--- config.mk ---
export PLATFORM = sky130hd
export DESIGN_NAME = fixed_block_pool_allocator_core
export DESIGN_NICKNAME = d
export VERILOG_FILES = /design/src/rtl/core/fbpa_pkg.sv /design/src/rtl/core/fbpa_front.sv /design/src/rtl/core/fbpa_queue.sv /design/src/rtl/core/fbpa_back.sv /design/src/rtl/core/fixed_block_pool_allocator_core.sv
export SDC_FILE = /design/constraint.sdc
export NUM_CORES = 1
export LEC_CHECK = 0
export BUFFER_PORTS_ARGS = -buffer_cell sky130_fd_sc_hd__buf_2
export CORE_ASPECT_RATIO = 0.75
export CORE_MARGIN = 4
export CORE_UTILIZATION = 60
export DETAILED_ROUTE_END_ITERATION = 10
export PLACE_DENSITY = 0.79
export SLEW_MARGIN = 40
export SYNTH_ARGS = -nofsm -noshare
export SYNTH_HDL_FRONTEND = slang
export SYNTH_SLANG_ARGS = --single-unit
--- constraint.sdc ---
create_clock -name clk -period 5 [get_ports clk]
set_input_delay 0.25 -clock clk [delete_from_list [all_inputs] [get_ports clk]]
set_output_delay 0.25 -clock clk [all_outputs]
set_load 0.02 [all_outputs]
--- src/rtl/core/fbpa_pkg.sv ---
// Package for the fixed block pool allocator.
// Shared constants, status and command codes, and back-end state type.
// No dependencies.
`default_nettype none

package fbpa_pkg;

  localparam int ADDR_W         = 32;
  localparam int STATUS_W       = 3;
  localparam int COUNT_OUT_W    = 6;
  localparam int BLK_COUNT_DEF  = 32;
  localparam int BLOCK_BYTES    = 128;
  localparam int HEADER_BYTES   = 16;
  localparam int BLK_SHIFT      = $clog2(BLOCK_BYTES);
  localparam int QUEUE_DEPTH    = 2;

  localparam logic OP_REQ = 1'b0;
  localparam logic OP_REL = 1'b1;

  typedef enum logic [STATUS_W-1:0] {
    ST_OK     = 3'd0,
    ST_EMPTY  = 3'd1,
    ST_NULL   = 3'd2,
    ST_BOUNDS = 3'd3,
    ST_ALIGN  = 3'd4,
    ST_FREE   = 3'd5
  } status_t;

  typedef enum logic [1:0] {
    CMD_REQ = 2'd0,
    CMD_REL = 2'd1,
    CMD_REJ = 2'd2
  } cmd_kind_t;

  typedef struct packed {
    cmd_kind_t kind;
    status_t   status;
  } cmd_t;

  typedef enum logic {
    BK_IDLE = 1'b0,
    BK_RD   = 1'b1
  } bk_state_t;

endpackage

`default_nettype wire

--- src/rtl/core/fbpa_front.sv ---
// Front end of the allocator: accepts items and classifies releases.
// Runs the null, bounds and alignment checks. Depends on fbpa_pkg.
`default_nettype none

module fbpa_front #(
  parameter int BLK_COUNT = fbpa_pkg::BLK_COUNT_DEF,
  parameter int IDX_W     = (BLK_COUNT > 1) ? $clog2(BLK_COUNT) : 1
) (
  input  wire logic                        in_valid,
  output logic                             in_stall,
  input  wire logic                        in_op,
  input  wire logic [fbpa_pkg::ADDR_W-1:0] in_block_addr,
  input  wire logic [fbpa_pkg::ADDR_W:0]   base_hdr,
  input  wire logic                        q_full,
  output logic                             q_push,
  output fbpa_pkg::cmd_t                   q_cmd,
  output logic [IDX_W-1:0]                 q_idx
);
  import fbpa_pkg::*;

  localparam logic [ADDR_W:0] POOL_BYTES = (ADDR_W+1)'(BLK_COUNT * BLOCK_BYTES);

  logic [ADDR_W+1:0] off;
  logic              below;
  logic              in_range;
  logic              aligned;

  assign in_stall = q_full;
  assign q_push   = in_valid && !q_full;

  assign off      = {2'b00, in_block_addr} - {1'b0, base_hdr};
  assign below    = off[ADDR_W+1];
  assign in_range = !below && (off[ADDR_W:0] < POOL_BYTES);
  assign aligned  = (off[BLK_SHIFT-1:0] == '0);
  assign q_idx    = off[BLK_SHIFT +: IDX_W];

  always_comb begin
    q_cmd.kind   = CMD_REQ;
    q_cmd.status = ST_OK;
    if (in_op == OP_REL) begin
      if (in_block_addr == '0) begin
        q_cmd.kind   = CMD_REJ;
        q_cmd.status = ST_NULL;
      end else if (!in_range) begin
        q_cmd.kind   = CMD_REJ;
        q_cmd.status = ST_BOUNDS;
      end else if (!aligned) begin
        q_cmd.kind   = CMD_REJ;
        q_cmd.status = ST_ALIGN;
      end else begin
        q_cmd.kind   = CMD_REL;
      end
    end
  end

endmodule

`default_nettype wire

--- src/rtl/core/fbpa_queue.sv ---
// Small register queue between the front and back ends.
// Generic width and depth. Depends on fbpa_pkg for the default depth.
`default_nettype none

module fbpa_queue #(
  parameter int W     = 8,
  parameter int DEPTH = fbpa_pkg::QUEUE_DEPTH
) (
  input  wire logic         clk,
  input  wire logic         rst_n,
  input  wire logic         push,
  input  wire logic [W-1:0] push_data,
  output logic              full,
  input  wire logic         pop,
  output logic              pop_valid,
  output logic [W-1:0]      pop_data
);
  import fbpa_pkg::*;

  localparam int PTR_W = (DEPTH > 1) ? $clog2(DEPTH) : 1;
  localparam int CNT_W = $clog2(DEPTH + 1);

  logic [W-1:0]     slot_r [DEPTH];
  logic [PTR_W-1:0] wr_ptr_r, wr_ptr_nxt;
  logic [PTR_W-1:0] rd_ptr_r, rd_ptr_nxt;
  logic [CNT_W-1:0] cnt_r, cnt_nxt;

  assign full      = (cnt_r == CNT_W'(DEPTH));
  assign pop_valid = (cnt_r != '0);
  assign pop_data  = slot_r[rd_ptr_r];

  always_comb begin
    wr_ptr_nxt = wr_ptr_r;
    rd_ptr_nxt = rd_ptr_r;
    cnt_nxt    = cnt_r;
    if (push) begin
      wr_ptr_nxt = (wr_ptr_r == PTR_W'(DEPTH - 1)) ? '0 : wr_ptr_r + 1'b1;
    end
    if (pop) begin
      rd_ptr_nxt = (rd_ptr_r == PTR_W'(DEPTH - 1)) ? '0 : rd_ptr_r + 1'b1;
    end
    if (push && !pop) begin
      cnt_nxt = cnt_r + 1'b1;
    end else if (pop && !push) begin
      cnt_nxt = cnt_r - 1'b1;
    end
  end

  always_ff @(posedge clk) begin
    if (!rst_n) begin
      wr_ptr_r <= '0;
      rd_ptr_r <= '0;
      cnt_r    <= '0;
    end else begin
      wr_ptr_r <= wr_ptr_nxt;
      rd_ptr_r <= rd_ptr_nxt;
      cnt_r    <= cnt_nxt;
    end
  end

  always_ff @(posedge clk) begin
    if (push) begin
      slot_r[wr_ptr_r] <= push_data;
    end
  end

endmodule

`default_nettype wire

--- src/rtl/core/fbpa_back.sv ---
// Back end of the allocator: free-index stack memory, free bitmap,
// free count and the result register. Depends on fbpa_pkg.
`default_nettype none

module fbpa_back #(
  parameter int BLK_COUNT = fbpa_pkg::BLK_COUNT_DEF,
  parameter int IDX_W     = (BLK_COUNT > 1) ? $clog2(BLK_COUNT) : 1
) (
  input  wire logic                             clk,
  input  wire logic                             rst_n,
  input  wire logic                             q_valid,
  input  wire fbpa_pkg::cmd_t                   q_cmd,
  input  wire logic [IDX_W-1:0]                 q_idx,
  output logic                                  q_pop,
  input  wire logic [fbpa_pkg::ADDR_W-1:0]      base_hdr,
  output logic                                  out_valid,
  input  wire logic                             out_stall,
  output logic [fbpa_pkg::STATUS_W-1:0]         out_status,
  output logic [fbpa_pkg::ADDR_W-1:0]           out_grant_addr,
  output logic [fbpa_pkg::COUNT_OUT_W-1:0]      out_free_count
);
  import fbpa_pkg::*;

  localparam int CNT_W = $clog2(BLK_COUNT + 1);

  bk_state_t         state_r, state_nxt;
  logic [CNT_W-1:0]  count_r, count_nxt;
  logic [CNT_W-1:0]  lwm_r, lwm_nxt;
  logic [BLK_COUNT-1:0] map_r, map_nxt;
  logic              init_r, init_nxt;
  logic [IDX_W-1:0]  pos_r, pos_nxt;

  logic [IDX_W-1:0]  stack_mem [BLK_COUNT];
  logic [IDX_W-1:0]  rd_data_r;
  logic              mem_we, mem_re;
  logic [IDX_W-1:0]  wr_pos, rd_pos;

  logic [CNT_W-1:0]  cnt_m1;
  logic [IDX_W-1:0]  grant_idx;
  logic              slot_free;
  logic              load;
  status_t           ld_status;
  logic [ADDR_W-1:0] ld_grant;
  logic [CNT_W-1:0]  ld_count;

  logic                   out_valid_r, out_valid_nxt;
  logic [STATUS_W-1:0]    out_status_r;
  logic [ADDR_W-1:0]      out_grant_r;
  logic [COUNT_OUT_W-1:0] out_count_r;

  assign cnt_m1    = count_r - CNT_W'(1);
  assign wr_pos    = count_r[IDX_W-1:0];
  assign rd_pos    = cnt_m1[IDX_W-1:0];
  assign grant_idx = init_r ? pos_r : rd_data_r;
  assign slot_free = !out_valid_r || !out_stall;

  always_comb begin
    state_nxt = state_r;
    count_nxt = count_r;
    lwm_nxt   = lwm_r;
    map_nxt   = map_r;
    init_nxt  = init_r;
    pos_nxt   = pos_r;
    mem_we    = 1'b0;
    mem_re    = 1'b0;
    q_pop     = 1'b0;
    load      = 1'b0;
    ld_status = ST_OK;
    ld_grant  = '0;
    ld_count  = count_r;
    case (state_r)
      BK_IDLE: begin
        if (q_valid && slot_free) begin
          q_pop = 1'b1;
          case (q_cmd.kind)
            CMD_REQ: begin
              if (count_r == '0) begin
                load      = 1'b1;
                ld_status = ST_EMPTY;
              end else begin
                mem_re    = 1'b1;
                count_nxt = cnt_m1;
                pos_nxt   = rd_pos;
                init_nxt  = (cnt_m1 < lwm_r);
                if (cnt_m1 < lwm_r) begin
                  lwm_nxt = cnt_m1;
                end
                state_nxt = BK_RD;
              end
            end
            CMD_REL: begin
              load = 1'b1;
              if (map_r[q_idx] || (count_r >= CNT_W'(BLK_COUNT))) begin
                ld_status = ST_FREE;
              end else begin
                mem_we         = 1'b1;
                count_nxt      = count_r + CNT_W'(1);
                ld_count       = count_r + CNT_W'(1);
                map_nxt[q_idx] = 1'b1;
              end
            end
            default: begin
              load      = 1'b1;
              ld_status = q_cmd.status;
            end
          endcase
        end
      end
      BK_RD: begin
        load               = 1'b1;
        map_nxt[grant_idx] = 1'b0;
        ld_grant           = base_hdr + (ADDR_W'(grant_idx) << BLK_SHIFT);
        state_nxt          = BK_IDLE;
      end
      default: begin
        state_nxt = BK_IDLE;
      end
    endcase

    if (load) begin
      out_valid_nxt = 1'b1;
    end else if (out_stall) begin
      out_valid_nxt = out_valid_r;
    end else begin
      out_valid_nxt = 1'b0;
    end
  end

  always_ff @(posedge clk) begin
    if (!rst_n) begin
      state_r     <= BK_IDLE;
      count_r     <= CNT_W'(BLK_COUNT);
      lwm_r       <= CNT_W'(BLK_COUNT);
      map_r       <= '1;
      init_r      <= 1'b0;
      out_valid_r <= 1'b0;
    end else begin
      state_r     <= state_nxt;
      count_r     <= count_nxt;
      lwm_r       <= lwm_nxt;
      map_r       <= map_nxt;
      init_r      <= init_nxt;
      out_valid_r <= out_valid_nxt;
    end
  end

  always_ff @(posedge clk) begin
    pos_r <= pos_nxt;
    if (load) begin
      out_status_r <= ld_status;
      out_grant_r  <= ld_grant;
      out_count_r  <= COUNT_OUT_W'(ld_count);
    end
  end

  always_ff @(posedge clk) begin
    if (mem_we) begin
      stack_mem[wr_pos] <= q_idx;
    end
    if (mem_re) begin
      rd_data_r <= stack_mem[rd_pos];
    end
  end

  assign out_valid      = out_valid_r;
  assign out_status     = out_status_r;
  assign out_grant_addr = out_grant_r;
  assign out_free_count = out_count_r;

endmodule

`default_nettype wire

--- src/rtl/core/fixed_block_pool_allocator_core.sv ---
// Top level of the fixed block pool allocator: heap base register,
// front end, command queue and back end. Depends on fbpa_pkg and the fbpa_* modules.
`default_nettype none

// Hands out and takes back equal blocks of a pool above heap_base. A request
// pops the top free index and returns its data address; a release is checked
// (null, bounds, alignment, already free) and pushes the index back. The front
// end takes one item per cycle while its two-entry queue has room. In the back
// end a release or rejected item goes straight to the output register, and a
// successful request first passes the registered read of the free-index stack
// memory; the result sits in an output register until taken. Never-popped stack
// entries read as their own index through a low-water mark, so there is no
// clearing pass after reset. Write heap_base only while no item is in flight.
module fixed_block_pool_allocator_core #(
  parameter int BLK_COUNT = fbpa_pkg::BLK_COUNT_DEF
) (
  input  wire logic                             clk,
  input  wire logic                             rst_n,
  input  wire logic                             cfg_wr_en,
  input  wire logic [fbpa_pkg::ADDR_W-1:0]      cfg_wr_data,
  input  wire logic                             in_valid,
  output logic                                  in_stall,
  input  wire logic                             in_op,
  input  wire logic [fbpa_pkg::ADDR_W-1:0]      in_block_addr,
  output logic                                  out_valid,
  input  wire logic                             out_stall,
  output logic [fbpa_pkg::STATUS_W-1:0]         out_status,
  output logic [fbpa_pkg::ADDR_W-1:0]           out_grant_addr,
  output logic [fbpa_pkg::COUNT_OUT_W-1:0]      out_free_count
);
  import fbpa_pkg::*;

  localparam int IDX_W = (BLK_COUNT > 1) ? $clog2(BLK_COUNT) : 1;
  localparam int QW    = $bits(cmd_t) + IDX_W;

  logic [ADDR_W:0]  base_hdr_r;
  logic             q_full, q_push, q_pop, q_valid;
  cmd_t             f_cmd, b_cmd;
  logic [IDX_W-1:0] f_idx, b_idx;
  logic [QW-1:0]    q_out;

  always_ff @(posedge clk) begin
    if (!rst_n) begin
      base_hdr_r <= (ADDR_W+1)'(HEADER_BYTES);
    end else if (cfg_wr_en) begin
      base_hdr_r <= {1'b0, cfg_wr_data} + (ADDR_W+1)'(HEADER_BYTES);
    end
  end

  fbpa_front #(
    .BLK_COUNT (BLK_COUNT),
    .IDX_W     (IDX_W)
  ) u_front (
    .in_valid      (in_valid),
    .in_stall      (in_stall),
    .in_op         (in_op),
    .in_block_addr (in_block_addr),
    .base_hdr      (base_hdr_r),
    .q_full        (q_full),
    .q_push        (q_push),
    .q_cmd         (f_cmd),
    .q_idx         (f_idx)
  );

  fbpa_queue #(
    .W     (QW),
    .DEPTH (QUEUE_DEPTH)
  ) u_queue (
    .clk       (clk),
    .rst_n     (rst_n),
    .push      (q_push),
    .push_data ({f_cmd, f_idx}),
    .full      (q_full),
    .pop       (q_pop),
    .pop_valid (q_valid),
    .pop_data  (q_out)
  );

  assign b_cmd = q_out[QW-1:IDX_W];
  assign b_idx = q_out[IDX_W-1:0];

  fbpa_back #(
    .BLK_COUNT (BLK_COUNT),
    .IDX_W     (IDX_W)
  ) u_back (
    .clk            (clk),
    .rst_n          (rst_n),
    .q_valid        (q_valid),
    .q_cmd          (b_cmd),
    .q_idx          (b_idx),
    .q_pop          (q_pop),
    .base_hdr       (base_hdr_r[ADDR_W-1:0]),
    .out_valid      (out_valid),
    .out_stall      (out_stall),
    .out_status     (out_status),
    .out_grant_addr (out_grant_addr),
    .out_free_count (out_free_count)
  );

endmodule

`default_nettype wire

After elaboration in Yosys (flattened, before gate mapping):

Memories as Yosys holds them, arrays and structs flattened. A register that Yosys moved wholly into a read port is not among the register bits.
Cells that the tools add are included.

* add/sub/neg operators: 9
* magnitude comparators: 7
* equal/unequal tests: 7
* multiplexer cells: 52
* bitwise operators: 6
* reductions and logical operators: 27

Operators with widths (number)
* $mux W32: 3
* $pmux W32 S2: 1
* $sub A32 B33 Y34: 1
* $add A32 B5 Y33 const B: 1
* $lt A33 B13 Y1 const B: 1
* $add A32 B12 Y32: 1
* $and A32 B32 Y32: 1
* $logic_not A32 Y1: 1
* $not A32 Y32: 1
* $or A32 B32 Y32: 1
* $mux W6: 5
* $mux W1: 27
* $mux W5: 4
* $lt A5 B6 Y1 const B: 2
* $pmux W6 S2: 1
* $demux W1 S5: 2
* $ge A5 B1 Y1 const B: 2
* $reduce_and A4 Y1: 2
* $logic_and A1 B1 Y1: 7
* $logic_not A7 Y1: 1
* $add A6 B1 Y6 const B: 1
* $ge A6 B6 Y1 const B: 1
* $logic_not A1 Y1: 6
* $logic_not A6 Y1: 1
* other kinds (21): 34

* flip-flop bits (word level): 130
* RAM bits: 180
* input port bits: 70
* memories kept: 2

Memory list
* u_back.stack_mem: depth 32, bits a word 5, rd ports 1, clocked after memory_dff 1, wr ports 1, RTL line fbpa_back.sv:33 `logic [IDX_W-1:0] stack_mem [BLK_COUNT];`
* u_queue.slot_r: depth 2, bits a word 10, rd ports 1, clocked after memory_dff 1, wr ports 1, RTL line fbpa_queue.sv:23 `logic [W-1:0] slot_r [DEPTH];`

Longest topological paths before layout:

* depth in word-level cells: 9
* gate-level depth with buffers: 18
* gate-level depth less buffers: 14

Cells and area by module:

From an unflattened synthesis, not the netlist that was laid out.

* cells, all modules: 1447
* area total of the unflattened synthesis: 16658.5 sq um

Modules (own cells, without submodules)
* fbpa_back: times used 1, cells each 802, area an instance 11532.3 sq um, sequential area each 7277.0 sq um
* fbpa_front: times used 1, cells each 370, area an instance 2394.8 sq um, sequential area each 0.0 sq um
* fixed_block_pool_allocator_core: times used 1, cells each 222, area an instance 1791.7 sq um, sequential area each 660.6 sq um
* fbpa_queue: times used 1, cells each 53, area an instance 939.7 sq um, sequential area each 700.7 sq um

Least setup slack after synthesis:

OpenSTA, ideal clock, no wires.

* kind: register -> register
* start: register u_back.count_r[0]
* end: register u_back.lwm_r[5]
* data arrival time: 3.809 ns
* data required time: 4.875 ns
* path slack: 1.065 ns
* stages on the path, launching flop included: 19
* buffers on the path: 5
* clock period less this slack: 3.935 ns
* cells stage by stage: dfxtp_1 clkbuf_1 clkbuf_1 inv_1 ha_1 clkbuf_1 clkbuf_1 inv_1 ha_1 a21boi_0 o21ai_0 nand2b_1 a21oi_1 nor2b_1 o21ai_0 nand3b_1 buf_2 mux2i_1 nand2_1

* word-level cells in the longest chain between the ends: 3
* elaborated cells between the ends (all ways): 5
* those cells by class: add/sub (1); order compare (1); bitwise (1); reduce/logical (2)

RTL lines
* start: declaration: RTL line fbpa_back.sv:27 `logic [CNT_W-1:0] count_r, count_nxt;`
* start signal: assignment: RTL line fbpa_back.sv:132 `count_r <= CNT_W'(BLK_COUNT);`
* start signal: assignment: RTL line fbpa_back.sv:139 `count_r <= count_nxt;`
* $sub A6 B1 Y6: RTL line fbpa_back.sv:51 `assign cnt_m1 = count_r - CNT_W'(1);`
* via u_back.cnt_m1[0]: RTL line fbpa_back.sv:38 `logic [CNT_W-1:0] cnt_m1;`
* $lt A6 B6 Y1: RTL line fbpa_back.sv:85 `if (cnt_m1 < lwm_r) begin`
* $reduce_and A5 Y1 (no source line)
* end signal: assignment: RTL line fbpa_back.sv:133 `lwm_r <= CNT_W'(BLK_COUNT);`
* end signal: assignment: RTL line fbpa_back.sv:140 `lwm_r <= lwm_nxt;`
* end: declaration: RTL line fbpa_back.sv:28 `logic [CNT_W-1:0] lwm_r, lwm_nxt;`

The timed path passes the listed nets, and every way through them passes these cells.
A chain may end at the register's enable or synchronous reset.

==> load_flow_metrics.sql <==
INSERT INTO impl_metrics (metric_group, metric, value, unit) VALUES
('layout', 'layout_cell_share_with_drive_strength_beyond_1', '16.5', '%'),
('worst_hold_path', 'holdCritPathClass', 'in -> reg', ''),
('detailed_routing', 'met1_routed_length', '18800', 'µm'),
('synthesis', 'yosysUniqueCellTypes', '82', ''),
('detailed_routing', 'wl_met3', '6290', 'µm'),
('detailed_routing', 'top_signal_layer_used', 'met4', ''),
('pwr', 'seq_power_share', '38.2', '%'),
('die', 'design.core.area', '0.0262', 'mm²'),
('timing', 'timing.max_slew.rel_slack', '42.0', '%'),
('timing', 'fin_crit', '3.81', 'ns'),
('layout', 'antennaDiodeCount', '0', ''),
('synthesis', 'synth-edff-count', '231', ''),
('synthesis', 'yosys_warning_count', '0', ''),
('die', 'floorplan.die.height', '150', 'µm'),
('synthesis', 'syn_avg_cell_area', '11.6', 'µm²'),
('timing', 'slew_viol_final', '0', ''),
('grt', 'grt_pass1_wl', '66600', 'µm'),
('pwr', 'internal_power', '5.96', 'mW'),
('critical_path', 'crit_fanout', '25', ''),
('placement', 'place.detailed.instances', '1803', ''),
('pwr', 'worst_ir_drop_vdd', '403', 'µV'),
('timing', 'actual_transition_at_the_worst_max_transition_pin', '0.866', 'ns'),
('timing', 'fin_skew', '0.0255', 'ns'),
('timing', 'fin_crit_sh', '76.1', '%'),
('placement', 'pre_cts_slack', '1.33', 'ns'),
('placement', 'io_buffer_count', '112', ''),
('grt', 'globalRouteTotalUtil', '29.4', '%'),
('critical_path', 'slowest_stage', 'sky130_fd_sc_hd__nor3_1', ''),
('placement', 'gp_routability_congestion', '0.984', ''),
('layout', 'final_nets', '1617', ''),
('synthesis', 'net_count_after_synthesis', '1507', ''),
('detailed_routing', 'drt_pre_antenna_iters', '6', ''),
('pwr', 'sw_frac_of_total', '36.1', '%'),
('clock_tree', 'clk_latency', '0.57', 'ns'),
('critical_path', 'critPathLaunchType', 'flop', ''),
('placement', 'post-dp-hpwl', '31500', 'µm'),
('detailed_routing', 'iter_0_drt_violations', '1425', ''),
('pwr', 'power.density', '519', 'mW/mm²'),
('die', 'initial_core_utilization', '61.4', '%'),
('placement', 'postPlaceCellArea', '0.0169', 'mm²'),
('grt', 'initial_antenna_violation_count', '0', ''),
('layout', 'post_route_non_filler_standard_cell_count', '1864', ''),
('timing', 'finalWorstSetupSlack', '1.19', 'ns'),
('clock_tree', 'cts_max_level', '1', ''),
('detailed_routing', 'wl_met2', '17800', 'µm'),
('critical_path', 'timing.critical_path.arrival', '3.99', 'ns'),
('pwr', 'combPwrFrac', '37.6', '%'),
('die', 'floorplan.rows', '51', ''),
('pwr', 'post-layout-total-power', '9.33', 'mW'),
('timing', 'hold_worst_slack', '0.0589', 'ns'),
('clock_tree', 'clockBufferDepth', '3', ''),
('synthesis', 'postSynth.asyncResetShare', '0', '%'),
('pwr', 'power_switching', '3.36', 'mW'),
('critical_path', 'most_used_cell_cp', 'sky130_fd_sc_hd__buf_4', ''),
('timing', 'fin_tns_setup', '0', 'ns'),
('timing', 'final_setup_violations', '0', ''),
('synthesis', 'synth_sequential_area_ratio', '53.8', '%'),
('critical_path', 'worstPathCellList', 'buf_4 -> mux2i_1 -> nor2_1 -> a22oi_1 -> nand3_1 -> a211oi_1 -> buf_4 -> nand2_1 -> nor3_1', ''),
('pwr', 'total_leakage_power', '6.35', 'nW'),
('critical_path', 'crit_path_max_incr_delay', '0.68', 'ns'),
('run_status', 'run_status', 'finished clean', ''),
('detailed_routing', 'route.vias.total', '12100', ''),
('clock_tree', 'clk_transition_reported_paths', '0.08', 'ns'),
('timing', 'rsz0062_at_grt', 'false', ''),
('timing', 'report.final.hold_viol_count', '0', ''),
('clock_tree', 'cts.sinks', '316', ''),
('grt', 'globalRoute.totalOverflow', '0', ''),
('critical_path', 'setup_crit_end_kind', 'flop', ''),
('layout', 'post-route-util', '68.8', '%'),
('clock_tree', 'root_buffer_master', 'sky130_fd_sc_hd__clkbuf_16', ''),
('synthesis', 'yosys_most_used_dff', 'sky130_fd_sc_hd__edfxtp_1', '');
[area by class of cell]
type	instances	area, µm²
clock buffers	42	835
clock inverters	12	134
fillers	1904	8180
inverters	75	282
multi-input cells	940	6900
flip-flops and latches	316	8640
well taps	344	430
repair buffers	135	766
[final timing paths]
kind / start / endpoint / slack (ns) / cells past startpoint
max: flop / u_back.stack_mem[12][3] / 1.19 / 9
min: cfg_wr_data[6] / base_hdr_r[6] / 0.06 / 3
max reg2reg: flop / u_back.stack_mem[12][3] / 1.19 / 9
min reg2reg: u_back.lwm_r[1] / u_back.lwm_r[1] / 0.48 / 2
[power by group through the flow]
stage / clock (mW) / combinational [mW] / sequential, mW
after global routing: 2.39 / 3.77 / 3.59
final: 2.26 / 3.51 / 3.56
after CTS: 2.27 / 3.46 / 3.56
after floorplan: 0 / 2.16 / 3.75
after detailed placement: 0 / 3.43 / 3.61
after global placement: 0 / 3.34 / 3.61
[cells in the final DEF, fill, tap and decap left out, drive strengths merged, types with 10 or more instances in the layout]
| cell | instances |
|---|---|
| edfxtp | 231 |
| buf | 128 |
| nor2 | 127 |
| a21oi | 92 |
| nand2 | 90 |
| dfxtp | 85 |
| inv | 75 |
| a211oi | 68 |
| o21ai | 66 |
| mux4 | 51 |
| ha | 48 |
| clkbuf | 42 |
| xnor2 | 39 |
| nor3 | 39 |
| xor2 | 34 |
| nand3 | 33 |
| mux2i | 32 |
| and2 | 30 |
| nand4 | 28 |
| and3 | 17 |
| nor4 | 12 |
| nand2b | 11 |
| a21o | 10 |
[metal layers]
metal | track usage [%] | up-vias
met5 | 0 | -
met3 | 10.2 | 51
met4 | 4.78 | 0
met2 | 40.3 | 784
li1 | - | 5450
met1 | 46.1 | 5802
[flip-flops by register name, summed over array words and instances, names as in the netlist, 3 cells and up, named ones only]
signal and count:
u_back.lwm_r 6, u_back.rd_data_r 5, u_back.pos_r 5, u_back.stack_mem 160, base_hdr_r 33, u_back.map_r 32, u_back.out_free_count 6, u_queue.slot_r 20
u_back.out_grant_addr 32, u_back.out_status 3, u_back.count_r 6
[cell usage after synthesis (all sizes together) (5+ instances only)]
cell type | n | area share (%)
a211oi | 68 | 3.2
nor4 | 12 | 0.51
buf | 18 | 0.76
nand3 | 33 | 1.0
ha | 48 | 3.7
o21ai | 66 | 2.1
nand2 | 90 | 2.1
nand2b | 11 | 0.43
a21o | 10 | 0.48
dfxtp | 85 | 11
inv | 74 | 1.7
mux2i | 32 | 2.0
or3 | 9 | 0.35
nand4 | 28 | 1.1
nor2 | 127 | 3.0
and3b | 5 | 0.27
nor3 | 39 | 1.2
o21a | 8 | 0.38
a31oi | 7 | 0.27
and2 | 30 | 1.2
xnor2 | 39 | 2.1
mux4 | 51 | 7.2
nor2b | 9 | 0.35
a21oi | 92 | 2.9
clkbuf | 38 | 0.89
edfxtp | 231 | 43
and3 | 17 | 0.66
xor2 | 34 | 1.9
[logic make-up (layout without fill, tap and decap cells)]
| logic type | count (synthesis) | count (layout) | share of synthesized area, % |
|---|---|---|---|
| AO/OA/AOI/OAI | 301 | 301 | 12.2 |
| XOR/XNOR | 73 | 73 | 3.98 |
| adder cells (fa/ha/maj) | 50 | 50 | 3.99 |
| buffers and inverters | 131 | 264 | 3.41 |
| flip-flops | 316 | 316 | 53.8 |
| multiplexers | 87 | 87 | 9.45 |
| AND/OR/NAND/NOR | 429 | 429 | 13.2 |
[worst max-delay path: cells and delay by family (launching register included)]
kind / cells / cell delay (ns)
compound gates: 2 / 0.47
buf+inv: 2 / 0.52
flops: 1 / 0.36
mux: 1 / 0.58
simple gates: 4 / 1.48
[timing repair]
action                                 in CTS  in global routing
resized for setup                           0                  0
setup endpoints to repair                   0                  0
endpoints found under the hold margin       8                  0
setup buffers                               0                  0
hold buffers                                7                  0
Power figures use the tool's default switching activity.
